<file path="src/design/sdtp_pkg.sv">
`timescale 1ns / 1ps
// ----------------------------------------------------------------------------
// sdtp_pkg
// shared types and constants for the service description section parser
// ----------------------------------------------------------------------------
package sdtp_pkg;

   localparam int BYTE_W      = 8;
   localparam int TAG_W       = 5;
   localparam int VALUE_W     = 32;
   localparam int SVC_W       = 10;
   localparam int POS_W       = 13;
   localparam int DESC_W      = 12;
   localparam int MAX_RESULTS = 3;

   localparam logic [SVC_W-1:0] MAX_SERVICES = 10'd1023;

   // result queue
   localparam int QUEUE_DEPTH = 8;
   localparam int QUEUE_PTR_W = 3;
   localparam int QUEUE_CNT_W = 4;

   // field tags
   localparam logic [TAG_W-1:0] TAG_TABLE_ID       = 5'd0;
   localparam logic [TAG_W-1:0] TAG_SYNTAX_IND     = 5'd1;
   localparam logic [TAG_W-1:0] TAG_HDR_RFU        = 5'd2;
   localparam logic [TAG_W-1:0] TAG_HDR_RESERVED   = 5'd3;
   localparam logic [TAG_W-1:0] TAG_SEC_LEN        = 5'd4;
   localparam logic [TAG_W-1:0] TAG_TS_ID          = 5'd5;
   localparam logic [TAG_W-1:0] TAG_VER_RESERVED   = 5'd6;
   localparam logic [TAG_W-1:0] TAG_VERSION        = 5'd7;
   localparam logic [TAG_W-1:0] TAG_CURRENT_NEXT   = 5'd8;
   localparam logic [TAG_W-1:0] TAG_SECTION_NUM    = 5'd9;
   localparam logic [TAG_W-1:0] TAG_LAST_SECTION   = 5'd10;
   localparam logic [TAG_W-1:0] TAG_ORIG_NET_ID    = 5'd11;
   localparam logic [TAG_W-1:0] TAG_NET_RFU        = 5'd12;
   localparam logic [TAG_W-1:0] TAG_SERVICE_ID     = 5'd13;
   localparam logic [TAG_W-1:0] TAG_SVC_RFU        = 5'd14;
   localparam logic [TAG_W-1:0] TAG_EIT_SCHEDULE   = 5'd15;
   localparam logic [TAG_W-1:0] TAG_EIT_PF         = 5'd16;
   localparam logic [TAG_W-1:0] TAG_RUNNING_STATUS = 5'd17;
   localparam logic [TAG_W-1:0] TAG_FREE_CA        = 5'd18;
   localparam logic [TAG_W-1:0] TAG_DESC_LOOP_LEN  = 5'd19;
   localparam logic [TAG_W-1:0] TAG_DESC_BYTE      = 5'd20;
   localparam logic [TAG_W-1:0] TAG_CRC            = 5'd21;
   localparam logic [TAG_W-1:0] TAG_SVC_COUNT      = 5'd22;
   localparam logic [TAG_W-1:0] TAG_MALFORMED      = 5'd23;

   typedef struct packed {
      logic [TAG_W-1:0]   field_tag;
      logic [VALUE_W-1:0] field_value;
      logic [SVC_W-1:0]   service_number;
      logic               last_of_run;
      logic               section_done;
   } result_type;

   // results caused by one request
   typedef struct packed {
      logic [1:0]                        count;
      result_type [MAX_RESULTS-1:0]      slot;
   } group_type;

endpackage

</file>
<file path="src/design/sdtp_channels.sv">
`timescale 1ns / 1ps
// ----------------------------------------------------------------------------
// sdtp channels
// valid/ready request and result channels of the section parser
// ----------------------------------------------------------------------------
interface sdtp_req_if
   import sdtp_pkg::*;
();
   logic              valid;
   logic              ready;
   logic [BYTE_W-1:0] section_byte;
   logic              first_of_section;

   modport source (output valid, output section_byte, output first_of_section, input ready);
   modport sink   (input valid, input section_byte, input first_of_section, output ready);
endinterface

interface sdtp_rsp_if
   import sdtp_pkg::*;
();
   logic               valid;
   logic               ready;
   logic [TAG_W-1:0]   field_tag;
   logic [VALUE_W-1:0] field_value;
   logic [SVC_W-1:0]   service_number;
   logic               last_of_run;
   logic               section_done;

   modport source (output valid, output field_tag, output field_value,
                   output service_number, output last_of_run, output section_done,
                   input ready);
   modport sink   (input valid, input field_tag, input field_value,
                   input service_number, input last_of_run, input section_done,
                   output ready);
endinterface

</file>
<file path="src/design/sdt_section_field_parser_top.sv">
`timescale 1ns / 1ps
// ----------------------------------------------------------------------------
// sdt_section_field_parser_top
// parses section bytes into tagged fields and queues them for the result side
// ----------------------------------------------------------------------------
// a request's results are registered into the queue as the request is accepted
// throughput: one request a cycle, one result a cycle out of an 8-entry queue;
//   a byte that yields more than one result offers them on the result port in slot order
// requests stall while the queue has fewer than three free entries
// reset clears the section state and empties the queue
module sdt_section_field_parser_top
   import sdtp_pkg::*;
(
   input  logic     clock,
   input  logic     reset,
   sdtp_req_if.sink   req_chan,
   sdtp_rsp_if.source rsp_chan
);

   group_type                     group;
   logic                          req_take;
   logic                          rsp_take;
   result_type [QUEUE_DEPTH-1:0]  queue_ff;
   logic [QUEUE_PTR_W-1:0]        wr_ptr_ff, wr_ptr_in;
   logic [QUEUE_PTR_W-1:0]        rd_ptr_ff, rd_ptr_in;
   logic [QUEUE_CNT_W-1:0]        fill_ff, fill_in;
   logic [1:0]                    push_n;
   result_type                    head;

   assign req_chan.ready = (fill_ff <= QUEUE_CNT_W'(QUEUE_DEPTH - MAX_RESULTS));
   assign req_take       = req_chan.valid & req_chan.ready;
   assign rsp_take       = rsp_chan.valid & rsp_chan.ready;

   sdtp_parser u_parser (
      .clock            (clock),
      .reset            (reset),
      .accept           (req_take),
      .section_byte     (req_chan.section_byte),
      .first_of_section (req_chan.first_of_section),
      .group            (group)
   );

   assign push_n    = req_take ? group.count : 2'd0;
   assign wr_ptr_in = wr_ptr_ff + QUEUE_PTR_W'(push_n);
   assign rd_ptr_in = rd_ptr_ff + QUEUE_PTR_W'(rsp_take);
   assign fill_in   = fill_ff + QUEUE_CNT_W'(push_n) - QUEUE_CNT_W'(rsp_take);

   assign head                    = queue_ff[rd_ptr_ff];
   assign rsp_chan.valid          = (fill_ff != '0);
   assign rsp_chan.field_tag      = head.field_tag;
   assign rsp_chan.field_value    = head.field_value;
   assign rsp_chan.service_number = head.service_number;
   assign rsp_chan.last_of_run    = head.last_of_run;
   assign rsp_chan.section_done   = head.section_done;

   // each entry takes the group slot that lands on it
   always_ff @(posedge clock) begin
      for (int i = 0; i < QUEUE_DEPTH; i++) begin
         logic [QUEUE_PTR_W-1:0] offset;
         offset = QUEUE_PTR_W'(i) - wr_ptr_ff;
         if (offset < QUEUE_PTR_W'(push_n)) begin
            queue_ff[i] <= group.slot[offset[1:0]];
         end
      end
   end

   always_ff @(posedge clock) begin
      if (reset) begin
         wr_ptr_ff <= '0;
         rd_ptr_ff <= '0;
         fill_ff   <= '0;
      end else begin
         wr_ptr_ff <= wr_ptr_in;
         rd_ptr_ff <= rd_ptr_in;
         fill_ff   <= fill_in;
      end
   end

endmodule

</file>
<file path="src/design/sdtp_parser.sv">
`timescale 1ns / 1ps
// ----------------------------------------------------------------------------
// sdtp_parser
// section state and per-byte field extraction, up to three results a byte
// ----------------------------------------------------------------------------
module sdtp_parser
   import sdtp_pkg::*;
(
   input  logic              clock,
   input  logic              reset,
   input  logic              accept,
   input  logic [BYTE_W-1:0] section_byte,
   input  logic              first_of_section,
   output group_type         group
);

   typedef enum logic [2:0] {
      PH_SID_HI   = 3'd0,
      PH_SID_LO   = 3'd1,
      PH_FLAGS    = 3'd2,
      PH_STATUS   = 3'd3,
      PH_LOOP_LEN = 3'd4,
      PH_DISCARD  = 3'd7
   } phase_type;

   localparam logic [POS_W-1:0] POS_TABLE_ID     = 13'd0;
   localparam logic [POS_W-1:0] POS_SYNTAX       = 13'd1;
   localparam logic [POS_W-1:0] POS_LENGTH       = 13'd2;
   localparam logic [POS_W-1:0] POS_TSID_HI      = 13'd3;
   localparam logic [POS_W-1:0] POS_TSID_LO      = 13'd4;
   localparam logic [POS_W-1:0] POS_VERSION      = 13'd5;
   localparam logic [POS_W-1:0] POS_SECTION_NUM  = 13'd6;
   localparam logic [POS_W-1:0] POS_LAST_SECTION = 13'd7;
   localparam logic [POS_W-1:0] POS_ONID_HI      = 13'd8;
   localparam logic [POS_W-1:0] POS_ONID_LO      = 13'd9;
   localparam logic [POS_W-1:0] HEADER_BYTES     = 13'd11;
   localparam logic [DESC_W-1:0] MIN_LENGTH      = 12'd12;

   logic [POS_W-1:0]   pos_ff, pos_in;
   logic [POS_W-1:0]   total_ff, total_in;
   phase_type          phase_ff, phase_in;
   logic [DESC_W-1:0]  desc_left_ff, desc_left_in;
   logic [SVC_W-1:0]   svc_count_ff, svc_count_in;
   logic [VALUE_W-1:0] partial_ff, partial_in;
   logic               active_ff, active_in;

   logic [POS_W-1:0]   pos;
   logic [POS_W-1:0]   total;
   phase_type          phase;
   logic [DESC_W-1:0]  desc_left;
   logic [SVC_W-1:0]   svc_count;
   logic [VALUE_W-1:0] partial;
   logic               active;

   logic [POS_W-1:0]   crc_start;
   logic [DESC_W-1:0]  len_hdr;
   logic [DESC_W-1:0]  len_svc;
   logic [SVC_W-1:0]   cur_idx;
   logic               done;
   logic [7:0]         b;

   function automatic result_type mk(input logic [TAG_W-1:0] tag,
                                     input logic [VALUE_W-1:0] value,
                                     input logic [SVC_W-1:0] svc);
      result_type r;
      r.field_tag      = tag;
      r.field_value    = value;
      r.service_number = svc;
      r.last_of_run    = 1'b0;
      r.section_done   = 1'b0;
      return r;
   endfunction

   always_comb begin
      b = section_byte;
      // a start byte clears the section state before it is parsed
      pos       = first_of_section ? '0 : pos_ff;
      total     = first_of_section ? '0 : total_ff;
      phase     = first_of_section ? PH_SID_HI : phase_ff;
      desc_left = first_of_section ? '0 : desc_left_ff;
      svc_count = first_of_section ? '0 : svc_count_ff;
      partial   = first_of_section ? '0 : partial_ff;
      active    = first_of_section | active_ff;

      pos_in       = pos;
      total_in     = total;
      phase_in     = phase;
      desc_left_in = desc_left;
      svc_count_in = svc_count;
      partial_in   = partial;
      active_in    = active;

      crc_start = total - 13'd4;
      len_hdr   = {partial[3:0], b};
      len_svc   = {partial[3:0], b};
      cur_idx   = (svc_count != '0) ? svc_count - 10'd1 : '0;
      done      = 1'b0;
      group     = '0;

      if (active) begin
         if (pos < HEADER_BYTES) begin
            unique case (pos)
               POS_TABLE_ID: begin
                  group.slot[0] = mk(TAG_TABLE_ID, {24'd0, b}, '0);
                  group.count   = 2'd1;
               end
               POS_SYNTAX: begin
                  group.slot[0] = mk(TAG_SYNTAX_IND, {31'd0, b[7]}, '0);
                  group.slot[1] = mk(TAG_HDR_RFU, {31'd0, b[6]}, '0);
                  group.slot[2] = mk(TAG_HDR_RESERVED, {30'd0, b[5:4]}, '0);
                  group.count   = 2'd3;
                  partial_in    = {24'd0, b};
               end
               POS_LENGTH: begin
                  total_in      = 13'd3 + {1'b0, len_hdr};
                  group.slot[0] = mk(TAG_SEC_LEN, {20'd0, len_hdr}, '0);
                  group.count   = 2'd1;
                  if (len_hdr < MIN_LENGTH) begin
                     group.slot[1] = mk(TAG_MALFORMED, {20'd0, len_hdr}, '0);
                     group.count   = 2'd2;
                     done          = 1'b1;
                     active_in     = 1'b0;
                  end
               end
               POS_TSID_HI: partial_in = {24'd0, b};
               POS_TSID_LO: begin
                  group.slot[0] = mk(TAG_TS_ID, {16'd0, partial[7:0], b}, '0);
                  group.count   = 2'd1;
               end
               POS_VERSION: begin
                  group.slot[0] = mk(TAG_VER_RESERVED, {30'd0, b[7:6]}, '0);
                  group.slot[1] = mk(TAG_VERSION, {27'd0, b[5:1]}, '0);
                  group.slot[2] = mk(TAG_CURRENT_NEXT, {31'd0, b[0]}, '0);
                  group.count   = 2'd3;
               end
               POS_SECTION_NUM: begin
                  group.slot[0] = mk(TAG_SECTION_NUM, {24'd0, b}, '0);
                  group.count   = 2'd1;
               end
               POS_LAST_SECTION: begin
                  group.slot[0] = mk(TAG_LAST_SECTION, {24'd0, b}, '0);
                  group.count   = 2'd1;
               end
               POS_ONID_HI: partial_in = {24'd0, b};
               POS_ONID_LO: begin
                  group.slot[0] = mk(TAG_ORIG_NET_ID, {16'd0, partial[7:0], b}, '0);
                  group.count   = 2'd1;
               end
               default: begin
                  group.slot[0] = mk(TAG_NET_RFU, {24'd0, b}, '0);
                  group.count   = 2'd1;
                  phase_in      = PH_SID_HI;
                  desc_left_in  = '0;
               end
            endcase
         end else if (pos >= crc_start) begin
            partial_in = {partial[23:0], b};
            if ({1'b0, pos} + 14'd1 >= {1'b0, total}) begin
               group.slot[0] = mk(TAG_CRC, {partial[23:0], b}, '0);
               group.slot[1] = mk(TAG_SVC_COUNT, {22'd0, svc_count}, '0);
               group.count   = 2'd2;
               done          = 1'b1;
               active_in     = 1'b0;
            end
         end else if (phase == PH_DISCARD) begin
            // cut-off service, skip up to the crc
         end else if (desc_left != '0) begin
            group.slot[0] = mk(TAG_DESC_BYTE, {24'd0, b}, cur_idx);
            group.count   = 2'd1;
            desc_left_in  = desc_left - 12'd1;
         end else begin
            unique case (phase)
               PH_SID_HI: begin
                  if (crc_start - pos < 13'd5) begin
                     phase_in = PH_DISCARD;
                  end else begin
                     if (svc_count < MAX_SERVICES) svc_count_in = svc_count + 10'd1;
                     partial_in = {24'd0, b};
                     phase_in   = PH_SID_LO;
                  end
               end
               PH_SID_LO: begin
                  group.slot[0] = mk(TAG_SERVICE_ID, {16'd0, partial[7:0], b}, cur_idx);
                  group.count   = 2'd1;
                  phase_in      = PH_FLAGS;
               end
               PH_FLAGS: begin
                  group.slot[0] = mk(TAG_SVC_RFU, {26'd0, b[7:2]}, cur_idx);
                  group.slot[1] = mk(TAG_EIT_SCHEDULE, {31'd0, b[1]}, cur_idx);
                  group.slot[2] = mk(TAG_EIT_PF, {31'd0, b[0]}, cur_idx);
                  group.count   = 2'd3;
                  phase_in      = PH_STATUS;
               end
               PH_STATUS: begin
                  group.slot[0] = mk(TAG_RUNNING_STATUS, {29'd0, b[7:5]}, cur_idx);
                  group.slot[1] = mk(TAG_FREE_CA, {31'd0, b[4]}, cur_idx);
                  group.count   = 2'd2;
                  partial_in    = {24'd0, b};
                  phase_in      = PH_LOOP_LEN;
               end
               default: begin
                  group.slot[0] = mk(TAG_DESC_LOOP_LEN, {20'd0, len_svc}, cur_idx);
                  group.count   = 2'd1;
                  desc_left_in  = len_svc;
                  phase_in      = PH_SID_HI;
               end
            endcase
         end

         pos_in = active_in ? pos + 13'd1 : '0;
      end

      for (int k = 0; k < MAX_RESULTS; k++) begin
         group.slot[k].last_of_run  = (2'(k) + 2'd1 == group.count);
         group.slot[k].section_done = done;
      end
   end

   always_ff @(posedge clock) begin
      if (reset) begin
         pos_ff       <= '0;
         total_ff     <= '0;
         phase_ff     <= PH_SID_HI;
         desc_left_ff <= '0;
         svc_count_ff <= '0;
         partial_ff   <= '0;
         active_ff    <= 1'b0;
      end else if (accept) begin
         pos_ff       <= pos_in;
         total_ff     <= total_in;
         phase_ff     <= phase_in;
         desc_left_ff <= desc_left_in;
         svc_count_ff <= svc_count_in;
         partial_ff   <= partial_in;
         active_ff    <= active_in;
      end
   end

endmodule
</file>
<file path="src/flat_wrapper.sv">
// flat-port wrapper written by rule: the top's interface ports become plain ports
module sdt_section_field_parser_top_flat import sdtp_pkg::*;
  (clock, reset, req_chan_valid, req_chan_section_byte, req_chan_first_of_section, req_chan_ready, rsp_chan_valid, rsp_chan_field_tag, rsp_chan_field_value, rsp_chan_service_number, rsp_chan_last_of_run, rsp_chan_section_done, rsp_chan_ready);
  sdtp_req_if req_chan_i ();
  sdtp_rsp_if rsp_chan_i ();
  input  logic clock;
  input  logic reset;
  input wire logic [$bits(req_chan_i.valid)-1:0] req_chan_valid;
  input wire logic [$bits(req_chan_i.section_byte)-1:0] req_chan_section_byte;
  input wire logic [$bits(req_chan_i.first_of_section)-1:0] req_chan_first_of_section;
  output wire logic [$bits(req_chan_i.ready)-1:0] req_chan_ready;
  output wire logic [$bits(rsp_chan_i.valid)-1:0] rsp_chan_valid;
  output wire logic [$bits(rsp_chan_i.field_tag)-1:0] rsp_chan_field_tag;
  output wire logic [$bits(rsp_chan_i.field_value)-1:0] rsp_chan_field_value;
  output wire logic [$bits(rsp_chan_i.service_number)-1:0] rsp_chan_service_number;
  output wire logic [$bits(rsp_chan_i.last_of_run)-1:0] rsp_chan_last_of_run;
  output wire logic [$bits(rsp_chan_i.section_done)-1:0] rsp_chan_section_done;
  input wire logic [$bits(rsp_chan_i.ready)-1:0] rsp_chan_ready;
  assign req_chan_i.valid = req_chan_valid;
  assign req_chan_i.section_byte = req_chan_section_byte;
  assign req_chan_i.first_of_section = req_chan_first_of_section;
  assign req_chan_ready = req_chan_i.ready;
  assign rsp_chan_valid = rsp_chan_i.valid;
  assign rsp_chan_field_tag = rsp_chan_i.field_tag;
  assign rsp_chan_field_value = rsp_chan_i.field_value;
  assign rsp_chan_service_number = rsp_chan_i.service_number;
  assign rsp_chan_last_of_run = rsp_chan_i.last_of_run;
  assign rsp_chan_section_done = rsp_chan_i.section_done;
  assign rsp_chan_i.ready = rsp_chan_ready;
  sdt_section_field_parser_top u_core (.clock(clock), .reset(reset), .req_chan(req_chan_i), .rsp_chan(rsp_chan_i));
endmodule
</file>
<file path="config.mk">
export PLATFORM = sky130hd
export DESIGN_NAME = sdt_section_field_parser_top_flat
export DESIGN_NICKNAME = d
export VERILOG_FILES = /design/src/design/sdtp_pkg.sv /design/src/design/sdtp_channels.sv /design/src/design/sdt_section_field_parser_top.sv /design/src/design/sdtp_parser.sv /design/src/flat_wrapper.sv
export SDC_FILE = /design/constraint.sdc
export NUM_CORES = 1
export LEC_CHECK = 0
export ABC_AREA = 1
export BUFFER_PORTS_ARGS = -buffer_cell sky130_fd_sc_hd__clkbuf_2
export CAP_MARGIN = 40
export CORE_MARGIN = 1.5
export CORE_UTILIZATION = 55
export DETAILED_ROUTE_END_ITERATION = 10
export GPL_TIMING_DRIVEN = 0
export PLACE_DENSITY = 0.71
export SYNTH_ARGS = -nofsm -noshare
export SYNTH_HDL_FRONTEND = slang
export SYNTH_SLANG_ARGS = --single-unit
export TNS_END_PERCENT = 100
</file>
<file path="constraint.sdc">
create_clock -name clock -period 13.66 [get_ports clock]
set_input_delay 0.683 -clock clock [delete_from_list [all_inputs] [get_ports clock]]
set_output_delay 0.683 -clock clock [all_outputs]
set_load 0.03 [all_outputs]
</file>
# --- Word-level counts from Yosys, hierarchy flattened ---
# Index checks and enable logic that the tools add are counted.
totals:
  mem_bits_rw: 0
  ff_bits: 486
  rom_bits: 0
  elab_cells: 219
  memories: 0
  latchBits: 0
  input_bits: 13
op_classes:
  n_mul: 0
  reduce_logical: 10
  n_mux: 96
  div_mod_pow: 0
  shifts: 0
  order_cmp: 24
  add_sub_neg: 20
  eq_ne: 16
  n_bitwise: 3
op_table:
  columns: ["cell", "n"]
  rows:
  - ["binary-select mux 49 bit (select 2 bit)", 8]
  - ["2-to-1 mux 49 bit", 13]
  - ["2-to-1 mux 149 bit", 3]
  - ["case mux 48 bit (9 select lines)", 1]
  - ["2-to-1 mux 98 bit", 3]
  - ["2-to-1 mux 32 bit", 8]
  - ["case mux 49 bit (4 select lines)", 1]
  - ["binary-select mux 49 bit (select 3 bit)", 1]
  - ["case mux 49 bit (3 select lines)", 1]
  - ["2-to-1 mux 10 bit", 10]
  - ["case mux 49 bit (2 select lines)", 1]
  - ["2-to-1 mux 12 bit", 8]
  - ["case mux 48 bit (2 select lines)", 1]
  - ["2-to-1 mux 13 bit", 7]
  - ["case mux 32 bit (2 select lines)", 1]
  - ["equality test 13 x 3 -> 1 bit (second input constant)", 4]
  - ["equality test 13 x 2 -> 1 bit (second input constant)", 2]
  - ["equality test 13 x 4 -> 1 bit (second input constant)", 2]
  - ["< comparator 2 x 3 -> 1 bit (second input constant)", 8]
  - ["< comparator 3 x 2 -> 1 bit", 8]
  - ["2-to-1 mux 3 bit", 8]
  - ["adder 13 x 1 -> 14 bit (second input constant)", 1]
  - [">= comparator 14 x 13 -> 1 bit", 1]
  - ["adder 13 x 1 -> 13 bit (second input constant)", 1]
  - ["41 further kinds", 67]

# --- Logic depth before layout (Yosys ltp) ---
depth:
  word_depth: 12
  ltp_mapped: 32
  ltp_nobuf: 30

# --- By module ---
# Synthesis repeated with hierarchy kept, for this count alone.
unflattened:
  hier_cells: 4131
  area_unflattened_um2: 30406.7
by_module_without_submodules:
  columns: ["module", "seq_area_each_um2", "area_per_inst_um2", "n_inst", "cells_per_inst"]
  rows:
  - ["sdt_section_field_parser_top", 11971.5, 21292.9, 1, 2518]
  - ["sdtp_parser", 1521.5, 9113.7, 1, 1613]

# --- Least setup slack after synthesis ---
# Ideal clock, no wire load.
synth_path:
  path_kind: "input to register"
  startpoint: "input req_chan_first_of_section"
  endpoint: "register u_core.queue_ff[343] (netlist name), enable pin"
  n_path_buf: 4
  path_slack_ns: 4.532
  t_required_ns: 13.134
  arrival_time_ns: 8.601
  cell_stages: 27
  path_cell_list: "inv_2 buf_6 buf_2 buf_1 buf_1 nand2_1 inv_1 ha_1 nand2_1 nor3b_1 nand3_1 or3_1 nor3_1 xor2_1 inv_1 ha_1 nand2_1 nor2_1 nand3_1 nand4_2 nand2_2 nand2_1 nand3_1 ha_1 inv_1 nor2_1 nor3b_1"
synth_between:
  elab_chain_cells: 10
  elab_cells_between_ends: 35
synth_rtl:
  columns: ["item", "line", "text"]
  rows:
  - ["start: declaration", "flat_wrapper.sv:10", "input wire logic [$bits(req_chan_i.first_of_section)-1:0] req_chan_first_of_section;"]
  - ["parallel branches: the longest is 7 deep, another holds adder 13 x 1 -> 14 bit", null, null]
  - ["2-to-1 mux 149 bit *", "sdtp_parser.sv:100", "if (active) begin"]
  - ["2-to-1 mux 2 bit *", "sdt_section_field_parser_top.sv:43", "assign push_n = req_take ? group.count : 2'd0;"]
  - ["< comparator 3 x 2 -> 1 bit *", "sdt_section_field_parser_top.sv:61", "if (offset < QUEUE_PTR_W'(push_n)) begin"]
  - ["end signal: indexed assignment", "sdt_section_field_parser_top.sv:62", "queue_ff[i] <= group.slot[offset[1:0]];"]
  - ["end: declaration", "sdt_section_field_parser_top.sv:23", "result_type [QUEUE_DEPTH-1:0] queue_ff;"]
# Every way passes the cells marked *.
# A chain may end at the register's enable or synchronous reset.

# --- Worst setup path in the final report ---
layout_path:
  startpoint: "input req_chan_first_of_section"
  endpoint: "register u_core.queue_ff[369] (netlist name), enable pin"
# The elaborated chain is that of the path after synthesis.

==> metrics.yaml <==
critical_path:
  r2r-start: "u_core.u_parser.pos_ff[0]$_SDFFE_PP0P_"
  crit_start: "req_chan_first_of_section"
  max_stage_delay_ns: 0.77
  crit_slowest_cell: "nor3b_2"
  crit_required_ns: 13.98
  worst_ep_arrival_time_ns: 8.97
  cp_common_cell: "nand2_1"
  worst_setup_path_end_kind: "flip-flop"
  criticalPathCategory: "in -> reg"
  start_kind: "primary input"
  worstPathMaxFanout: 10
synth:
  async_reset_ff_frac: 0
  synth_edf_count: 392
  syn-num-nets: 3313
  avgSynthCellArea_um2: 8.17
  synthDistinctLibCells: 51
  syn_inst: 3244
  synth_ff_type: "edfxtp_1"
  synth_seq_cells: 478
  yosysWarnings: 0
  ys_seq_area_frac: 0.509
  synth_area_mm2: 0.0265
floorplanning:
  dieArea_mm2: 0.0495
  die_h_um: 223
  start_util: 0.556
  die_x_um: 223
  num_rows: 80
  coreArea_mm2: 0.0476
  ios: 64
clocking:
  clockBufferDepth: 3
  clk_latency_ns: 0.63
  cts_root_buffer: "clkbuf_16"
  cts_setup_buffers: 0
  cts.clk_slew.worst_paths_ns: 0.07
  htree_num_levels: 2
  cts_tree: "done"
  cts_hold_buf: 0
  cts_resized: 0
  cts_inserted_buffers: 50
  clock-sinks: 478
finish:
  mostFrequentLayoutCells: "nor2_1 (587), nand2_1 (546), edfxtp_1 (392)"
  syn_to_final_growth_pct: 12.1
  nets: 3450
  drive_gt1_frac: 0.0684
  layout_commonest_cell: "nor2_1"
  diodes: 0
sta:
  relSlewSlack: 0.344
  fin_setup_tns_ns: 0
  grt_setup_unrepaired: "no"
  fin_crit_ns: 8.66
  skew_ns: 0.0288
  finalSetupViolCount: 0
  fin_crit_sh: 0.634
  fmax_ghz: 0.116
  final_hold_viol_count: 0
  worstMarginPinSlew_ns: 0.984
  drv_slew: 0
  hold-worst-slack_ns: 0.470
global_routing:
  grt_usage: 0.421
  gr-total-overflow: 0
  grt_max_degree: 23
  grt_pass1_wl_um: 155000
  grt_pass1_vias: 25000
  grt_antenna_before_repair: 3
routing:
  drt_first_pass_iters: 7
  drt.antenna.violating_nets: 0
  wl_um: 106000
  vias_per_cell: 6.47
  drt_iter0_markers: 4091
  drc: 0
  num_vias: 26100
  drt-wirelength-per-cell_um: 26.3
status:
  run_status: "complete, no violations"
run:
  cap_violations: 0
pwr:
  p_per_area_mw_per_mm2: 198
  ir_drop_mv: 0.119
  power.static_leakage_nw: 11.6
  power_mw: 5.87
hold_path:
  min_path_type: "reg -> reg"
  min_from: "u_core.u_parser.pos_ff[12]$_SDFFE_PP0P_"
place:
  place.gp.congestion: 1.00
  port_buffers: 58
  dp_hpwl_um: 76700
==> critical path, delay by kind of cell <==
kind	cells	cell delay (ns)
adder cells (fa/ha/maj)	3	0.99
AND/OR/NAND/NOR	15	3.81
XOR/XNOR	1	0.17
buffers and inverters	12	3.27
==> per-layer routing <==
layer | vias to the layer above | GRT usage | wire (µm)
li1 | 11500 | - | -
met3 | 464 | 0.0987 | 13200
met2 | 2042 | 0.669 | 47800
met4 | 6 | 0.272 | 7500
met1 | 12100 | 0.517 | 37600
met5 | - | 0 | 36
==> per-stage QoR <==
stage / instances / setup WS (ns) / area [µm²] / util
2_1_floorplan: 3244 / 4.53 / 26500 / -
3_3_place_gp: 3917 / -1.48 / 27600 / 0.578
3_5_place_dp: 3944 / 4.57 / 28000 / 0.588
4_1_cts: 4037 / 5.17 / 29700 / 0.624
5_1_grt: 4037 / 4.45 / 29700 / 0.624
6_report: 4037 / 5.00 / 29700 / 0.624
==> report_power, final <==
part | switching, mW | internal [mW] | leakage [nW]
sequential | 0.0660 | 1.80 | 4.50
combinational | 1.95 | 0.634 | 6.33
clock | 0.612 | 0.805 | 0.820
total | 2.63 | 3.24 | 11.6
==> final timing paths <==
| path | end | slack [ns] | depth (start not counted) |
|---|---|---|---|
| hold reg to reg | u_core.u_parser.pos_ff[12]$_SDFFE_PP0P_ | 0.47 | 2 |
| setup / recovery | u_core.queue_ff[369]$_DFFE_PN_ | 5.00 | 31 |
| setup reg to reg | u_core.queue_ff[369]$_DFFE_PN_ | 7.09 | 25 |
| hold / removal | u_core.u_parser.pos_ff[12]$_SDFFE_PP0P_ | 0.47 | 2 |
==> Yosys cell counts (2+ instances only) <==
cell type | instances | area [µm²]
nor2_1 | 593 | 2230
nand2_1 | 546 | 2050
edfxtp_1 | 392 | 11800
o21ai_0 | 380 | 1900
inv_1 | 230 | 863
nand3_1 | 214 | 1070
a21oi_1 | 154 | 771
clkbuf_1 | 145 | 544
dfxtp_1 | 86 | 1720
a31oi_1 | 65 | 407
o22ai_1 | 59 | 369
ha_1 | 53 | 663
nand4_1 | 50 | 313
nor3_1 | 50 | 250
xor2_1 | 32 | 280
buf_1 | 30 | 113
o211ai_1 | 24 | 180
buf_2 | 22 | 110
o221ai_1 | 13 | 114
inv_2 | 11 | 41.3
nor2_2 | 11 | 68.8
a221oi_1 | 8 | 70.1
o21bai_1 | 7 | 52.6
xnor2_1 | 7 | 61.3
nand2_2 | 6 | 37.5
nand3b_1 | 6 | 45.0
o21ai_1 | 6 | 30.0
nand3_2 | 5 | 50.1
a211oi_1 | 4 | 30.0
clkinv_1 | 4 | 15.0
fa_1 | 3 | 60.1
nor4_1 | 3 | 18.8
or2_2 | 3 | 18.8
a21boi_0 | 2 | 15.0
buf_4 | 2 | 15.0
buf_6 | 2 | 22.5
nor3b_1 | 2 | 15.0
==> flip-flops by register name, summed over array words and instances, names as in the netlist <==
name,flops
u_core.fill_ff,4
u_core.u_parser.svc_count_ff,10
u_core.u_parser.desc_left_ff,12
u_core.u_parser.total_ff,13
u_core.u_parser.pos_ff,13
u_core.u_parser.phase_ff,3
u_core.u_parser.active_ff,1
u_core.queue_ff,392
u_core.rd_ptr_ff,3
u_core.wr_ptr_ff,3
u_core.u_parser.partial_ff,24
==> area by class of cell <==
cell class / instances / area, µm²
clock buffer: 62 / 1320
inverter: 245 / 920
fill: 4073 / 17900
clock inverter: 31 / 359
tap: 615 / 769
multi-input combinational: 2320 / 11300
buffer: 201 / 805
timing repair buffer: 85 / 699
sequential: 478 / 13500
==> cell families (layout without fill, tap and decap cells) <==
logic type,after synthesis,in the layout,synth area share
AND/OR/NAND/NOR,1496,1496,0.235
adder cells (fa/ha/maj),56,56,0.0273
XOR/XNOR,39,39,0.0129
flip-flops,478,478,0.509
AO/OA/AOI/OAI,729,729,0.151
buffers and inverters,446,624,0.0651
Note: power is estimated with default switching activity, not from simulation.
